**config.mk**
```make
export PLATFORM = sky130hd
export DESIGN_NAME = bitset_store_with_range_any_top
export DESIGN_NICKNAME = d
export VERILOG_FILES = /design/src/sv/bss_pkg.sv /design/src/sv/bss_mem.sv /design/src/sv/bitset_store_with_range_any_top.sv
export VERILOG_INCLUDE_DIRS = /design/src /design/src/sv
export SDC_FILE = /design/constraint.sdc
export NUM_CORES = 2
export LEC_CHECK = 0
export BUFFER_PORTS_ARGS = -buffer_cell sky130_fd_sc_hd__buf_2
export CORE_ASPECT_RATIO = 0.6
export CORE_MARGIN = 1
export CORE_UTILIZATION = 35
export DETAILED_ROUTE_END_ITERATION = 8
export GPL_ROUTABILITY_DRIVEN = 0
export PLACE_DENSITY = 0.54
export SETUP_SLACK_MARGIN = 0.05
export SYNTH_ARGS = -nofsm -noshare
export SYNTH_HDL_FRONTEND = slang
export SYNTH_SLANG_ARGS = --single-unit
```
**constraint.sdc**
```tcl
create_clock -name i_clk -period 9.62 [get_ports i_clk]
set_input_delay 0.481 -clock i_clk [delete_from_list [all_inputs] [get_ports i_clk]]
set_output_delay 0.481 -clock i_clk [all_outputs]
set_load 0.01 [all_outputs]
```
**src/sv/bitset_store_with_range_any_top_assert.svh**
```systemverilog
// Assertion macros for the bit store block.
// Used by the top level through `include; needs no other file.
`ifndef BITSET_STORE_WITH_RANGE_ANY_TOP_ASSERT_SVH
`define BITSET_STORE_WITH_RANGE_ANY_TOP_ASSERT_SVH

// Same-cycle implication, disabled while reset is asserted
`define BSS_ASSERT_NOW(lbl, clk, rst_n, ante, cons, msg) \
    lbl: assert property (@(posedge clk) disable iff (!(rst_n)) (ante) |-> (cons)) \
        else $error(msg);

// Next-cycle implication, disabled while reset is asserted
`define BSS_ASSERT_NEXT(lbl, clk, rst_n, ante, cons, msg) \
    lbl: assert property (@(posedge clk) disable iff (!(rst_n)) (ante) |=> (cons)) \
        else $error(msg);

`endif

```
**src/sv/bss_pkg.sv**
```systemverilog
// Shared types, constants and the word mask function of the bit store.
// No dependencies; used by bss_mem and the top level.
package bss_pkg;

    localparam int WORD_BITS    = 16;
    localparam int NUM_BITS_DEF = 1024;
    localparam int IDX_W        = 11;
    localparam int MODE_W       = 2;
    localparam int OFF_W        = 4;   // bit offset inside a word
    localparam int HI_W         = 5;   // exclusive upper offset, 0..16

    typedef logic [WORD_BITS-1:0] t_word;

    typedef enum logic [MODE_W-1:0] {
        MODE_CLEAR = 2'd0,
        MODE_GET   = 2'd1,
        MODE_SET   = 2'd2,
        MODE_ANY   = 2'd3
    } t_mode;

    // Mask of offsets [lo, hi) in a word, most significant bit is offset 0
    function automatic t_word range_mask(input logic [OFF_W-1:0] lo,
                                         input logic [HI_W-1:0]  hi);
        t_word ones;
        ones = '1;
        return (ones >> lo) & ~(ones >> hi);
    endfunction

endpackage

```
**src/sv/bss_mem.sv**
```systemverilog
// Word memory of the bit store: one write port, one read port, registered read.
// Depends on bss_pkg for the word type.
module bss_mem #(
    parameter int DEPTH = 64,
    parameter int AW    = 6
) (
    input  logic                 i_clk,
    input  logic                 i_wr_en,
    input  logic [AW-1:0]        i_wr_addr,
    input  bss_pkg::t_word       i_wr_data,
    input  logic                 i_rd_en,
    input  logic [AW-1:0]        i_rd_addr,
    output bss_pkg::t_word       o_rd_data
);

    bss_pkg::t_word r_mem [DEPTH];
    bss_pkg::t_word r_rd_data;

    // Write port
    always_ff @(posedge i_clk) begin
        if (i_wr_en) begin
            r_mem[i_wr_addr] <= i_wr_data;
        end
    end

    // Read port, data valid the cycle after the address
    always_ff @(posedge i_clk) begin
        if (i_rd_en) begin
            r_rd_data <= r_mem[i_rd_addr];
        end
    end

    assign o_rd_data = r_rd_data;

endmodule

```
**src/sv/bitset_store_with_range_any_top.sv**
```systemverilog
// Bit store of NUM_BITS bits in 16-bit words (MSB first) with get, set, clear
// and an "any bit set in [index, value)" range query. After reset, and for each
// clear item, a clearing pass writes zero to one word per cycle, all WORD_COUNT
// words, with the input not ready. A get or set goes through decode, a read and
// a check or write state (set is a read-modify-write of one word, no result).
// A range query reads one word per cycle through the single memory read port
// and checks it with the shared mask unit, stopping early if a one is found.
// Get and range errors and empty ranges answer from decode; a set out of range
// is dropped. One item is in work at a time, and a new item is taken only after
// the previous result has left the output register.
// Depends on bss_pkg, bss_mem and bitset_store_with_range_any_top_assert.svh.
`include "bitset_store_with_range_any_top_assert.svh"

module bitset_store_with_range_any_top #(
    parameter int NUM_BITS = bss_pkg::NUM_BITS_DEF
) (
    input  logic        i_clk,
    input  logic        i_rst_n,
    input  logic        s_axis_tvalid,
    output logic        s_axis_tready,
    input  logic [23:0] s_axis_tdata,   // [10:0] index, [21:11] value, [23:22] zero
    input  logic [1:0]  s_axis_tuser,   // [1:0] mode
    output logic        m_axis_tvalid,
    input  logic        m_axis_tready,
    output logic [7:0]  m_axis_tdata,   // [0] answer, [1] range_error, [7:2] zero
    output logic [0:0]  m_axis_tuser    // [0] result_kind
);

    localparam int WORD_COUNT = (NUM_BITS + bss_pkg::WORD_BITS - 1) / bss_pkg::WORD_BITS;
    localparam int AW         = (WORD_COUNT > 1) ? $clog2(WORD_COUNT) : 1;
    localparam int IDX_W      = bss_pkg::IDX_W;
    localparam int OFF_W      = bss_pkg::OFF_W;
    localparam int HI_W       = bss_pkg::HI_W;

    typedef enum logic [2:0] {
        ST_CLEAR,
        ST_IDLE,
        ST_DECODE,
        ST_GET_RD,
        ST_GET_CHK,
        ST_SET_RD,
        ST_SET_WR,
        ST_ANY
    } t_state;

    t_state              r_state;
    bss_pkg::t_mode      r_mode;
    logic [IDX_W-1:0]    r_idx;
    logic [IDX_W-1:0]    r_val;
    logic [AW-1:0]       r_clr_addr;
    logic [AW-1:0]       r_walk;
    logic [AW-1:0]       r_last_w;
    logic                r_iss_act;
    logic                r_iss_first;
    logic                r_chk_valid;
    logic                r_chk_first;
    logic                r_chk_last;
    logic                r_out_valid;
    logic                r_out_answer;
    logic                r_out_kind;
    logic                r_out_err;

    logic                wr_en;
    logic [AW-1:0]       wr_addr;
    bss_pkg::t_word      wr_data;
    logic                rd_en;
    logic [AW-1:0]       rd_addr;
    bss_pkg::t_word      rd_data;

    logic [AW-1:0]       idx_word;
    logic [OFF_W-1:0]    mask_lo;
    logic [HI_W-1:0]     mask_hi;
    bss_pkg::t_word      mask;
    logic                hit;
    logic                idx_oob;
    logic                any_oob;
    logic                s_accept;

    assign s_accept      = s_axis_tvalid && s_axis_tready;
    assign s_axis_tready = (r_state == ST_IDLE) && !r_out_valid;

    assign m_axis_tvalid = r_out_valid;
    assign m_axis_tdata  = {6'd0, r_out_err, r_out_answer};
    assign m_axis_tuser  = r_out_kind;

    // Address and bounds of the latched item
    assign idx_word = AW'(r_idx >> OFF_W);
    assign idx_oob  = 32'(r_idx) >= 32'(NUM_BITS);
    assign any_oob  = (32'(r_idx) > 32'(NUM_BITS)) || (32'(r_val) > 32'(NUM_BITS));

    // Shared mask unit: single bit for get/set, edge-aware range for a walk
    always_comb begin
        if (r_state == ST_ANY) begin
            mask_lo = r_chk_first ? r_idx[OFF_W-1:0] : '0;
            if (r_chk_last && (r_val[OFF_W-1:0] != '0)) begin
                mask_hi = {1'b0, r_val[OFF_W-1:0]};
            end else begin
                mask_hi = HI_W'(bss_pkg::WORD_BITS);
            end
        end else begin
            mask_lo = r_idx[OFF_W-1:0];
            mask_hi = {1'b0, r_idx[OFF_W-1:0]} + HI_W'(1);
        end
    end

    assign mask = bss_pkg::range_mask(mask_lo, mask_hi);
    assign hit  = |(rd_data & mask);

    // Memory port control
    always_comb begin
        rd_en   = 1'b0;
        rd_addr = idx_word;
        wr_en   = 1'b0;
        wr_addr = idx_word;
        wr_data = '0;
        unique case (r_state)
            ST_CLEAR: begin
                wr_en   = 1'b1;
                wr_addr = r_clr_addr;
            end
            ST_GET_RD, ST_SET_RD: begin
                rd_en = 1'b1;
            end
            ST_SET_WR: begin
                wr_en   = 1'b1;
                wr_data = (r_val == IDX_W'(1)) ? (rd_data | mask) : (rd_data & ~mask);
            end
            ST_ANY: begin
                rd_en   = r_iss_act;
                rd_addr = r_walk;
            end
            default: begin
                rd_en = 1'b0;
            end
        endcase
    end

    bss_mem #(
        .DEPTH (WORD_COUNT),
        .AW    (AW)
    ) u_mem (
        .i_clk     (i_clk),
        .i_wr_en   (wr_en),
        .i_wr_addr (wr_addr),
        .i_wr_data (wr_data),
        .i_rd_en   (rd_en),
        .i_rd_addr (rd_addr),
        .o_rd_data (rd_data)
    );

    // Sequencer and output register
    always_ff @(posedge i_clk) begin
        if (!i_rst_n) begin
            r_state     <= ST_CLEAR;
            r_clr_addr  <= '0;
            r_iss_act   <= 1'b0;
            r_iss_first <= 1'b0;
            r_chk_valid <= 1'b0;
            r_chk_first <= 1'b0;
            r_chk_last  <= 1'b0;
            r_out_valid <= 1'b0;
        end else begin
            // a waiting result holds the sequencer in idle
            if (m_axis_tready && r_out_valid) begin
                r_out_valid <= 1'b0;
            end
            unique case (r_state)
                ST_CLEAR: begin
                    r_clr_addr <= r_clr_addr + AW'(1);
                    if (r_clr_addr == AW'(WORD_COUNT - 1)) begin
                        r_state <= ST_IDLE;
                    end
                end
                ST_IDLE: begin
                    if (s_accept) begin
                        r_mode  <= bss_pkg::t_mode'(s_axis_tuser);
                        r_idx   <= s_axis_tdata[IDX_W-1:0];
                        r_val   <= s_axis_tdata[2*IDX_W-1:IDX_W];
                        r_state <= ST_DECODE;
                    end
                end
                ST_DECODE: begin
                    unique case (r_mode)
                        bss_pkg::MODE_CLEAR: begin
                            r_clr_addr <= '0;
                            r_state    <= ST_CLEAR;
                        end
                        bss_pkg::MODE_GET: begin
                            if (idx_oob) begin
                                r_out_valid  <= 1'b1;
                                r_out_answer <= 1'b0;
                                r_out_kind   <= 1'b0;
                                r_out_err    <= 1'b1;
                                r_state      <= ST_IDLE;
                            end else begin
                                r_state <= ST_GET_RD;
                            end
                        end
                        bss_pkg::MODE_SET: begin
                            r_state <= idx_oob ? ST_IDLE : ST_SET_RD;
                        end
                        bss_pkg::MODE_ANY: begin
                            if (any_oob || (r_idx >= r_val)) begin
                                r_out_valid  <= 1'b1;
                                r_out_answer <= 1'b0;
                                r_out_kind   <= 1'b1;
                                r_out_err    <= any_oob;
                                r_state      <= ST_IDLE;
                            end else begin
                                r_walk      <= idx_word;
                                r_last_w    <= AW'((r_val - IDX_W'(1)) >> OFF_W);
                                r_iss_act   <= 1'b1;
                                r_iss_first <= 1'b1;
                                r_chk_valid <= 1'b0;
                                r_state     <= ST_ANY;
                            end
                        end
                        default: begin
                            r_state <= ST_IDLE;
                        end
                    endcase
                end
                ST_GET_RD: begin
                    r_state <= ST_GET_CHK;
                end
                ST_GET_CHK: begin
                    r_out_valid  <= 1'b1;
                    r_out_answer <= hit;
                    r_out_kind   <= 1'b0;
                    r_out_err    <= 1'b0;
                    r_state      <= ST_IDLE;
                end
                ST_SET_RD: begin
                    r_state <= ST_SET_WR;
                end
                ST_SET_WR: begin
                    r_state <= ST_IDLE;
                end
                ST_ANY: begin
                    if (r_chk_valid && (hit || r_chk_last)) begin
                        // check side: stop on a hit or after the right edge word
                        r_iss_act    <= 1'b0;
                        r_chk_valid  <= 1'b0;
                        r_out_valid  <= 1'b1;
                        r_out_answer <= hit;
                        r_out_kind   <= 1'b1;
                        r_out_err    <= 1'b0;
                        r_state      <= ST_IDLE;
                    end else if (r_iss_act) begin
                        // issue side: one word address per cycle
                        r_walk      <= r_walk + AW'(1);
                        r_iss_first <= 1'b0;
                        r_chk_valid <= 1'b1;
                        r_chk_first <= r_iss_first;
                        r_chk_last  <= (r_walk == r_last_w);
                        if (r_walk == r_last_w) begin
                            r_iss_act <= 1'b0;
                        end
                    end else begin
                        r_chk_valid <= 1'b0;
                    end
                end
                default: begin
                    r_state <= ST_IDLE;
                end
            endcase
        end
    end

    // Checks
    `BSS_ASSERT_NOW(a_clear_writes_zero, i_clk, i_rst_n,
        r_state == ST_CLEAR, wr_en && (wr_data == '0), "clearing pass wrote nonzero")
    `BSS_ASSERT_NOW(a_walk_in_range, i_clk, i_rst_n,
        (r_state == ST_ANY) && r_iss_act, r_walk <= r_last_w, "range walk passed last word")
    `BSS_ASSERT_NOW(a_error_answer_zero, i_clk, i_rst_n,
        m_axis_tvalid && m_axis_tdata[1], !m_axis_tdata[0], "range error with answer one")

endmodule

```
## Word-level counts from Yosys, hierarchy flattened

Memories as Yosys holds them, arrays and structs flattened. A register that Yosys moved wholly into a read port is not among the register bits.
Cells that the tools add are included.

- Bits in registers: 54
- RAM bits: 1,024
- Input port bits: 30
- Output and inout bits: 11
- Word-level logic and storage cells: 148
- Memories: 1

Memory list:

| name | depth | bits a word | rd ports | clocked after memory_dff | write ports | RTL line | text |
|---|---|---|---|---|---|---|---|
| u_mem.r_mem | 64 | 16 | 1 | 1 | 1 | bss_mem.sv:16 | `bss_pkg::t_word r_mem [DEPTH];` |

- $add $sub $neg: 4
- Order comparisons: 4
- Eq/ne operators: 24
- Shifts and indexed selects: 2
- Muxes and demuxes: 61
- Bitwise logic cells: 8
- Reductions and logical operators: 28

Operators with widths:

| kind | count |
|---|---|
| $and 16x16->16 | 3 |
| $mux 6 | 7 |
| $mux 16 | 2 |
| $not 16->16 | 2 |
| $mux 1 | 26 |
| $pmux 6 s2 | 2 |
| $gt 11x11->1 const B | 2 |
| $pmux 3 s7 | 1 |
| $or 16x16->16 | 1 |
| $pmux 1 s2 | 8 |
| $reduce_or 16->1 | 1 |
| $shr 16x4->16 const A | 1 |
| $shr 16x5->16 const A | 1 |
| $mux 3 | 5 |
| $add 6x1->6 const B | 2 |
| $eq 3x3->1 const B | 4 |
| $ne 2x2->1 const B | 6 |
| $pmux 1 s3 | 4 |
| $pmux 3 s4 | 1 |
| $reduce_and 3->1 | 4 |
| $reduce_and 6->1 | 2 |
| $eq 11x1->1 const B | 1 |
| $ge 11x11->1 | 1 |
| $ge 11x11->1 const B | 1 |
| 27 further kinds | 43 |

## Longest topological paths before layout

- Depth in word-level cells: 13
- Gate-level depth with buffers: 13
- Depth with buffers taken out: 10

## Modules after synthesis

From an unflattened synthesis, not the netlist that was laid out.

- Cells, all modules: 2,269
- Area, all modules: 44,059.8 um^2

By module, submodules not included:

| module | times used | cells an instance | area an instance (um^2) | sequential area each (um^2) |
|---|---|---|---|---|
| bss_mem | 1 | 1,820 | 40,138.5 | 31,230.0 |
| bitset_store_with_range_any_top | 1 | 449 | 3,921.3 | 1,471.4 |

## Worst setup path before layout

OpenSTA, ideal clock, no wires.

- Path kind: flip-flop to flip-flop
- Start: register r_val[8]
- End: memory u_mem.r_mem[0][2] in the netlist's numbering (data pin)
- Setup time: 0.548 ns
- Arrival: 3.436 ns
- Data required time: 9.072 ns
- Slack: 5.637 ns
- Stages on the path, launching flop included: 7
- Path buffers: 1
- Clock period less this slack: 3.983 ns
- Cells stage by stage: edfxtp_1 > nor4_1 > nand3_1 > nor3_1 > clkbuf_1 > nand2_1 > a21oi_1

- Cells in the longest elaborated chain, start to end: 3

RTL lines:

| item | RTL line | text |
|---|---|---|
| start: declaration | bitset_store_with_range_any_top.sv:49 | `logic [IDX_W-1:0] r_val;` |
| start signal: assignment | bitset_store_with_range_any_top.sv:178 | `r_val <= s_axis_tdata[2*IDX_W-1:IDX_W];` |
| $eq 11x1->1 | bitset_store_with_range_any_top.sv:126 | `wr_data = (r_val == IDX_W'(1)) ? (rd_data \| mask) : (rd_data & ~mask);` |
| $mux 16 | bitset_store_with_range_any_top.sv:126 |  |
| $mux 16 | bitset_store_with_range_any_top.sv:116 | `unique case (r_state)` |
| net u_mem.i_wr_data[2] | bss_mem.sv:10 | `input bss_pkg::t_word i_wr_data,` |
| end: declaration | bss_mem.sv:16 |  |

The timed path passes the listed nets, and every way through them passes these cells.

## Worst setup path after layout

- Start: register r_state[1]
- End: register u_mem.r_rd_data[13] (netlist: u_mem.o_rd_data[13]), read port of u_mem.r_mem (data pin)

- Cells in the longest elaborated chain, start to end: 3
- Elaborated cells on any way between the ends: 6
- Those cells by class: eq/ne: 3; mux: 2; reduce/logical: 1

RTL lines:

| item | RTL line | text |
|---|---|---|
| start: declaration | bitset_store_with_range_any_top.sv:46 | `t_state r_state;` |
| start signal: assignment | bitset_store_with_range_any_top.sv:200 | `r_state <= idx_oob ? ST_IDLE : ST_SET_RD;` |
| $eq 3x2->1 or $eq 3x3->1 (tied branches) | bitset_store_with_range_any_top.sv:116 |  |
| $reduce_or 2->1 | bitset_store_with_range_any_top.sv:116 |  |
| $pmux 1 s2 | bitset_store_with_range_any_top.sv:116 |  |
| end: declaration | bss_mem.sv:17 | `bss_pkg::t_word r_rd_data;` |

Parallel ways exist; a longest one is shown, timed or not.
A chain may end at the register's enable or synchronous reset.

==> impl_metrics.py <==
metrics = {
    "final_layout": {
        "drive_above_1_share": 0.2173,
        "final_util": 0.4016,
        "synthToLayoutAreaGrowth_pct": 13.53,
        "final_cells": 4249,
        "final_nets": 2535,
    },
    "die": {
        "die_area_um2": 127200,
        "core_area_um2": 124400,
        "boundaryPins": 41,
        "die_w_um": 459.7,
        "start_util": 0.3538,
        "fp-row-count": 100,
        "die_h_um": 276.6,
    },
    "detailed_routing": {
        "via_per_inst": 5.406,
        "route.detailed.drc": 0,
        "drt-pass1-iter-count": 6,
        "drt-initial-drc-count": 2448,
        "ant_nets": 0,
        "wl_per_cell_um": 25.39,
        "via_count": 22970,
        "drt-total-wl_mm": 107.9,
    },
    "sta": {
        "finClkSkew_ps": 22.84,
        "final_max_slew_viol_count": 0,
        "period_share": 0.5682,
        "hold_viol": 0,
        "fin_crit_ps": 5466,
        "slew_headroom": 0.1046,
        "setup_violations": 0,
        "tightest_slew_ps": 1338,
        "fmax_mhz": 183.0,
        "grt_setup_unrepaired": "false",
        "tns_ps": 0,
    },
    "cts": {
        "cts.clk_slew.worst_paths_ps": 70,
        "root_buffer": "clkbuf_16",
        "h-tree-depth": 3,
        "clock_path_buffers": 3,
        "cts_tree": "built",
        "cts-buffers-inserted": 95,
        "clock_latency_ps": 700,
        "cts.repair.resized": 0,
        "clock-sinks": 1094,
    },
    "worst_setup_path": {
        "cp_cell_sequence": "nand3_4 -> mux2i_4 -> buf_4 -> buf_4 -> mux4_2 -> nand2_1 -> nand2_1 -> o21ai_0 -> o22ai_1 -> a221o_1",
        "startpoint_type": "flop",
        "path_buf_inv": 2,
        "critPathMaxStageDelay_ps": 760,
        "worstPathMaxFanout": 38,
        "cp-end-kind": "flop",
        "crit_arrival_ps": 5910,
        "worst-setup-path-type": "flop to flop",
        "critPathTopFamily": "buffers and inverters",
        "cp.required_ps": 10070,
        "cp_slowest_cell": "buf_4",
    },
    "grt": {
        "grt_pass1_vias": 23040,
        "grt_pass1_wl_mm": 157.8,
        "grt_max_degree": 140,
        "grt_use_total": 0.1691,
        "grt_antenna_before_repair": 0,
        "grt_overflow": 0,
    },
    "job": {
        "maxCapViolCount": 0,
    },
    "power_and_ir_drop": {
        "pwr-share-clk": 0.428,
        "power_density_nw_per_um2": 184.4,
        "power.share.switching": 0.1938,
        "leakagePower_nw": 14.20,
        "p_sw_mw": 1.785,
        "combPwrFrac": 0.008,
        "seq_power_share": 0.564,
        "p_int_mw": 7.424,
        "ir_drop_uv": 141.2,
    },
    "place": {
        "dp_hpwl_mm": 62.15,
        "placedCellCount": 4052,
        "portBuffers": 32,
    },
    "synth": {
        "yosysSeqAreaShare": 0.7432,
        "yosysTopAreaCell": "edfxtp_1",
        "ys_ff_latch": 1094,
        "synthFlopType": "edfxtp_1",
        "synth-edff-count": 1079,
        "syn_inst": 2378,
        "synth.area.top_cells": "edfxtp_1, mux4_2, nand2_1",
        "yosysUniqueCellTypes": 69,
        "synth_common_cells": "edfxtp_1, nand2_1, mux4_2",
        "syn_area_um2": 44000,
        "yosysWarningCount": 0,
        "avgSynthCellArea_um2": 18.50,
        "async_reset_ff_frac": 0,
        "synthMostInstantiatedCell": "edfxtp_1",
        "yosysTopAreaCellShare": 0.7364,
    },
    "worst_hold_path": {
        "hold_class": "input port to flop",
    },
    "run_status": {
        "outcome": "finished, final reports clean",
    },
}
==> final cells by class <==
type                       count  area, um2
fill                       11100      74420
sequential                  1094      32700
multi-input combinational   1125      10750
clock buffer                 114       2470
tap                         1683       2106
timing repair buffer         150       1156
clock inverter                56      669.4
inverter                      24      90.09
antenna                        3      7.507
==> cells in the final DEF (no fill, tap or decap), drive strengths merged, types with 33 or more instances in the layout <==
cell,count
a211oi,33
a31oi,39
and2,42
buf,126
clkbuf,114
clkinv,35
edfxtp,1079
mux4,256
nand2,287
nand3,49
nor2,108
o21ai,66
==> cells by family (layout without fill, tap and decap cells) <==
| logic type | count (synthesis) | in the layout | synth area share |
|---|---|---|---|
| AOI/OAI and AO/OA | 249 | 249 | 0.03876 |
| muxes | 274 | 274 | 0.1351 |
| xor gates and xnor gates | 18 | 18 | 0.003583 |
| and+or+nand+nor | 563 | 563 | 0.05750 |
| adders and majority gates | 15 | 15 | 0.004266 |
| buffers and inverters | 164 | 344 | 0.01743 |
| DFF | 1094 | 1094 | 0.7432 |
| other | 1 | 9 | 0.00008523 |
==> final timing paths <==
path,cells past startpoint,slack [ps],startpoint,to
setup / recovery,10,4150,r_state[1]$_SDFFE_PN0P_,u_mem.o_rd_data[13]$_DFFE_PP_
hold / removal,2,200,i_rst_n,r_clr_addr[0]$_SDFFE_PN0P_
setup reg to reg,10,4150,r_state[1]$_SDFFE_PN0P_,u_mem.o_rd_data[13]$_DFFE_PP_
hold reg to reg,2,490,r_iss_first$_SDFFE_PN0P_,r_chk_first$_SDFFE_PN0P_
==> worst reg2reg max path, delay by kind of cell, from the launching register on <==
family | cells | cell delay, ps
AO/OA/AOI/OAI | 3 | 1130
AND/OR/NAND/NOR | 3 | 670
multiplexers | 2 | 1190
buffers and inverters | 2 | 1510
flip-flops | 1 | 710
==> sequential cells by signal, summed over array words and instances (netlist names), 2 cells and up <==
signal           flops
u_mem.r_mem       1024
u_mem.o_rd_data     16
r_idx               11
r_val               11
r_clr_addr           6
r_last_w             6
r_walk               6
r_state              3
r_mode               2
==> timing repair <==
| action | in CTS | in global routing |
|---|---|---|
| setup endpoints to repair | 0 | 0 |
| hold buffers | 24 | 0 |
| hold endpoints to repair | 24 | 0 |
| setup buffers | 0 | 0 |
==> stage by stage <==
stage | total power, mW | worst slack (ps) | instance area, um2 | hold WS [ps]
CTS | 9.301 | 4067 | 49940 | 133.3
floorplan | 5.328 | 5637 | 44020 | 431.6
global route | 9.462 | 3748 | 49940 | 189.3
detailed placement | 5.362 | 4073 | 46560 | 472.6
finish | 9.209 | 4154 | 49950 | 204.0
global placement | 5.357 | 4220 | 46560 | 446.9
==> metal layers <==
metal	part of all wire	vias up	global-route usage
li1	-	9813	-
met2	0.43	761	0.2384
met3	0.071	160	0.03612
met1	0.48	12240	0.2615
met4	0.023	0	0.04751
met5	0	-	0
==> power groups by stage <==
| stage | Clock, mW | Combinational, mW | Sequential [mW] |
|---|---|---|---|
| after detailed placement | 0 | 0.0630 | 5.30 |
| after floorplan | 0 | 0.0333 | 5.30 |
| after global routing | 4.19 | 0.0759 | 5.19 |
| final | 3.94 | 0.0711 | 5.19 |
| after global placement | 0 | 0.0604 | 5.30 |
| after CTS | 4.04 | 0.0715 | 5.19 |
No activity file was read; power rests on OpenSTA's default activity.
